**config.mk**
```make
export PLATFORM = sky130hd
export DESIGN_NAME = lac_cell
export DESIGN_NICKNAME = d
export VERILOG_FILES = /design/src/rtl/core/lac_pkg.sv /design/src/rtl/core/lac_cell.sv
export SDC_FILE = /design/constraint.sdc
export NUM_CORES = 1
export LEC_CHECK = 0
export BUFFER_PORTS_ARGS = -buffer_cell sky130_fd_sc_hd__buf_2
export CORE_ASPECT_RATIO = 1.5
export CORE_UTILIZATION = 60
export CTS_CLUSTER_SIZE = 14
export DETAILED_ROUTE_END_ITERATION = 10
export PLACE_DENSITY = 0.85
export RECOVER_POWER = 25
export REMOVE_ABC_BUFFERS = 1
export SLEW_MARGIN = 20
export SYNTH_ARGS = -nofsm -noshare
export SYNTH_HDL_FRONTEND = slang
export SYNTH_SLANG_ARGS = --single-unit
```
**constraint.sdc**
```tcl
create_clock -name clk -period 4.6 [get_ports clk]
set_clock_uncertainty 0.2 [all_clocks]
set_input_delay 1.15 -clock clk [delete_from_list [all_inputs] [get_ports clk]]
set_output_delay 1.15 -clock clk [all_outputs]
set_load 0.1 [all_outputs]
```
**src/rtl/core/lac_pkg.sv**
```systemverilog
`timescale 1ns / 1ps

package lac_pkg;

	localparam int MAX_LAYERS = 6;
	localparam int CHAN_W     = 8;
	localparam int RGBA_W     = 32;
	localparam int COUNT_W    = 3;
	localparam int CFG_IDX_W  = 1;
	localparam int CFG_DATA_W = 6;

	localparam logic [CFG_IDX_W-1:0] REG_LAYER_COUNT  = 1'b0;
	localparam logic [CFG_IDX_W-1:0] REG_VISIBLE_MASK = 1'b1;

	localparam logic [COUNT_W-1:0]    LAYER_COUNT_RST  = 3'd3;
	localparam logic [MAX_LAYERS-1:0] VISIBLE_MASK_RST = 6'h3f;

	localparam logic [CHAN_W-1:0] BG_ODD_RG   = 8'd48;
	localparam logic [CHAN_W-1:0] BG_ODD_B    = 8'd52;
	localparam logic [CHAN_W-1:0] BG_EVEN_RG  = 8'd36;
	localparam logic [CHAN_W-1:0] BG_EVEN_B   = 8'd40;
	localparam logic [CHAN_W-1:0] ALPHA_FULL  = 8'd255;

	typedef logic [MAX_LAYERS-1:0][RGBA_W-1:0] lac_layers_t;

	typedef struct packed {
		logic [CHAN_W-1:0] red;
		logic [CHAN_W-1:0] green;
		logic [CHAN_W-1:0] blue;
		lac_layers_t       layers;
	} lac_word_t;

	// exact x / 255 for x below 65280
	function automatic logic [CHAN_W-1:0] div255(input logic [15:0] x);
		logic [16:0] t;
		logic [16:0] u;
		t = {1'b0, x} + 17'd1;
		u = t + (t >> 8);
		return u[15:8];
	endfunction

endpackage

```
**src/rtl/core/lac_cell.sv**
```systemverilog
`timescale 1ns / 1ps

module lac_cell
	import lac_pkg::*;
(
	input  logic      clk,
	input  logic      arst_n,
	input  logic      in_valid,
	input  lac_word_t in_word,
	output logic      out_valid,
	output lac_word_t out_word
);

	logic [CHAN_W-1:0] alpha;
	logic [CHAN_W-1:0] inv;
	logic [RGBA_W-1:0] px;
	logic [15:0]       sum_r;
	logic [15:0]       sum_g;
	logic [15:0]       sum_b;

	logic        valid_s1;
	logic [15:0] red_s1;
	logic [15:0] green_s1;
	logic [15:0] blue_s1;
	lac_layers_t layers_s1;

	logic      valid_s2;
	lac_word_t word_s2;

	always_comb begin
		px    = in_word.layers[0];
		alpha = px[31:24];
		inv   = ALPHA_FULL - alpha;
		sum_r = ({8'd0, in_word.red} * {8'd0, inv}) + ({8'd0, px[7:0]} * {8'd0, alpha});
		sum_g = ({8'd0, in_word.green} * {8'd0, inv}) + ({8'd0, px[15:8]} * {8'd0, alpha});
		sum_b = ({8'd0, in_word.blue} * {8'd0, inv}) + ({8'd0, px[23:16]} * {8'd0, alpha});
	end

	always_ff @(posedge clk or negedge arst_n) begin
		if (!arst_n) begin
			valid_s1 <= 1'b0;
			valid_s2 <= 1'b0;
		end else begin
			valid_s1 <= in_valid;
			valid_s2 <= valid_s1;
		end
	end

	always_ff @(posedge clk) begin
		red_s1         <= sum_r;
		green_s1       <= sum_g;
		blue_s1        <= sum_b;
		layers_s1      <= in_word.layers >> RGBA_W;
		word_s2.red    <= div255(red_s1);
		word_s2.green  <= div255(green_s1);
		word_s2.blue   <= div255(blue_s1);
		word_s2.layers <= layers_s1;
	end

	assign out_valid = valid_s2;
	assign out_word  = word_s2;

endmodule

```
==> run summary <==
Pre-Repair DR Iteration Count: 5
ys flop type: dfxtp_1
largest net degree at the start of global routing: 17
fin util: 79.4%
max-cap violation count: 0
Async S/R FF share, synth: 0.508%
WL final: 66.7 mm
Post-synth EDFFs: 0
Worst-Skew Late Latency: 0.51 ns
Final WS setup: -1.40 ns
Rel. slew slack: 53.7%
Worst Setup EP: green_s1[15]$_DFF_P_
end of the worst register-to-register path: out_word[199]$_DFF_P_
Site Rows: 87
share of the synthesized area in the top cell type: 33.8%
failing checks: setup timing
GRT Resource Usage Total: 29.8%
DR iter-0 viols: 1,263
width of the die: 163 um
IO Pins: 436
RSZ-0062 raised after global routing: true
Root Driver: clkbuf_16
port bufs: 403
CTS tree: yes
Worst Tran Pin Value: 0.695 ns
Max Root-Sink Buffers: 3
final hold vios: 0
Ys Warns: 0
Gate Count Post-Synth: 2,175
CP startpoint kind: primary input
sequential-to-total area share from yosys stat: 34.0%
final setup fails: 34
Crit Path Class: in -> reg
highest metal used: met5
Slew Viols, Final: 0
Initial Utilization: 61.3%
Yosys top cell by area: dfxtp_1
Final ANT Viol Nets: 0
ranking of synthesized cells by instance count: 425 x inv_1, 392 x dfxtp_1, 288 x fa_1
final net count: 3,534
DP Worst Slack: -2.20 ns
Die ar.: 0.0395 sq mm
worst r2r path cells: 11
initial antenna violation count: 3
met2 wire len: 35.5 mm
filler cell count: 2,064
Synth cell types: 59
Post-Layout Cell Count: 3,317
GRT overflow: 0
Max FO, Critical Path: 6
R2R Path Start: blue_s1[2]$_DFF_P_
metal1 wirelength: 20.6 mm
Routed WL per cell: 20.1 um
most common cell in the netlist: inv_1
top cells by area, synth: dfxtp_1 34%, fa_1 25%, ha_1 11%
r2r setup slk: 0.95 ns
Worst Setup End Kind: register
CP Launch Point: in_word[26]
met3 WL: 4.85 mm
# clock sinks: 394
mapped cell area: 0.0232 sq mm
Reg clk slew, reported paths: 0.06 ns
layout cells sized above 1: 32.4%
Mapped Avg Cell Area: 10.7 sq um
DR vias/cell: 5.42
first-pass GRT wire length: 91.9 mm
area growth from synthesis to layout: 29.7%
Num CTS Buffers: 36
worst hold path class: reg -> reg
vias: 18,000
vias in the first global route: 19,200
required time worst endpoint: 4.83 ns
DRC violation count after routing: 0
synthesized flop and latch total: 394
Fmax: 0.167 GHz
arrival time at the worst endpoint: 6.24 ns
H-tree depth: 2
GPL Wtd Cong: 0.894
CORE AREA: 0.0379 sq mm
Final HPWL DP: 44.2 mm
placed insts: 3,207
outcome: complete, but fails checks
Die Ht: 243 um
time the worst path needs with I/O delays and setup: 6.00 ns
fin crit share: 131%
## cell families after synthesis
logic type,after synthesis,synth area share [%]
buf+inv,500,8.61
compound gates,113,3.20
fa+ha+maj,501,36.3
flops,394,34.0
xor+xnor,105,4.00
other cells,1,0.0162
simple gates,557,13.6
mux,4,0.189
## area by class of cell
| type | instances | area (sq um) | share of cell area [%] |
|---|---|---|---|
| clock inverter | 9 | 97.6 | 0.324 |
| antenna | 2 | 5.00 | 0.0166 |
| clock buffer | 41 | 940 | 3.12 |
| multi-input combinational | 1315 | 14500 | 48.3 |
| inverter | 425 | 1600 | 5.30 |
| sequential | 394 | 7900 | 26.2 |
| tap | 489 | 612 | 2.03 |
| timing repair buffer | 642 | 4400 | 14.6 |
## how the worst min path moves through the flow
stage | slack, ns | start | cells past startpoint | to
detailed placement | 0.11 | layers_s1[127]$_DFF_P_ | 0 | out_word[127]$_DFF_P_
finish | 0.11 | layers_s1[5]$_DFF_P_ | 0 | out_word[5]$_DFF_P_
CTS | 0.11 | layers_s1[49]$_DFF_P_ | 0 | out_word[49]$_DFF_P_
floorplan | 0.11 | layers_s1[0]$_DFF_P_ | 0 | out_word[0]$_DFF_P_
global placement | 0.11 | layers_s1[119]$_DFF_P_ | 0 | out_word[119]$_DFF_P_
global route | 0.12 | layers_s1[5]$_DFF_P_ | 0 | out_word[5]$_DFF_P_
## sequential cells by signal, indices dropped and copies added, names as in the netlist
name       flops
layers_s1    160
blue_s1       16
valid_s1       1
green_s1      16
out_word     184
out_valid      1
red_s1        16
## per-stage QoR
stage / hold WS, ns / setup TNS [ns] / area [sq um]
floorplan: 0.110 / -31.71 / 22900
global placement: 0.109 / -56.11 / 27000
detailed placement: 0.112 / -59.10 / 27000
CTS: 0.106 / -28.66 / 29300
global route: 0.116 / -36.53 / 30100
finish: 0.109 / -33.48 / 30100
## metal layers
metal	track usage [%]	up-vias
li1	-	7840
met1	28.8	8654
met2	57.6	1049
met3	4.55	449
met4	18.8	2
met5	0	-
## cell usage in the layout, fill, tap and decap left out, drive strengths merged, types with 3 or more instances in the layout
master / count
a21o: 12
buf: 639
xor2: 24
o21ai: 23
mux2: 3
o31ai: 3
and2: 135
nand4: 17
inv: 427
o21a: 6
conb: 35
nand2: 97
o211ai: 4
fa: 288
clkbuf: 44
clkinv: 5
nand3: 23
a21oi: 32
nand2b: 89
a31o: 4
nor4: 10
nor2b: 106
a211o: 3
a31oi: 3
a211oi: 8
and4: 6
and3: 11
or2: 4
xnor2: 81
nor3: 17
ha: 213
nor2: 35
nand4b: 3
dfxtp: 392
## worst max-delay path: stages
cell and delay (ns):
buf_16 0.13, buf_6 0.12, nand2b_4 0.13, fa_1 0.53, inv_2 0.06, ha_4 0.26, inv_2 0.03, fa_1 0.52
inv_2 0.07, fa_1 0.58, inv_1 0.07, fa_1 0.48, inv_1 0.05, fa_1 0.53, ha_4 0.22, o21a_4 0.12
a2111o_1 0.48, a41o_1 0.27, a31o_1 0.19, a21oi_2 0.12, xnor2_1 0.12
## timing repair
item,CTS,global route
hold buffers,0,0
endpoints found under the setup margin,36,36
resized for setup,200,156
pin swaps,125,121
cloned,4,2
setup buffers,31,30
Power is not shown: default switching activity piles up to over one toggle a cycle in this logic, so the estimate is an artifact.
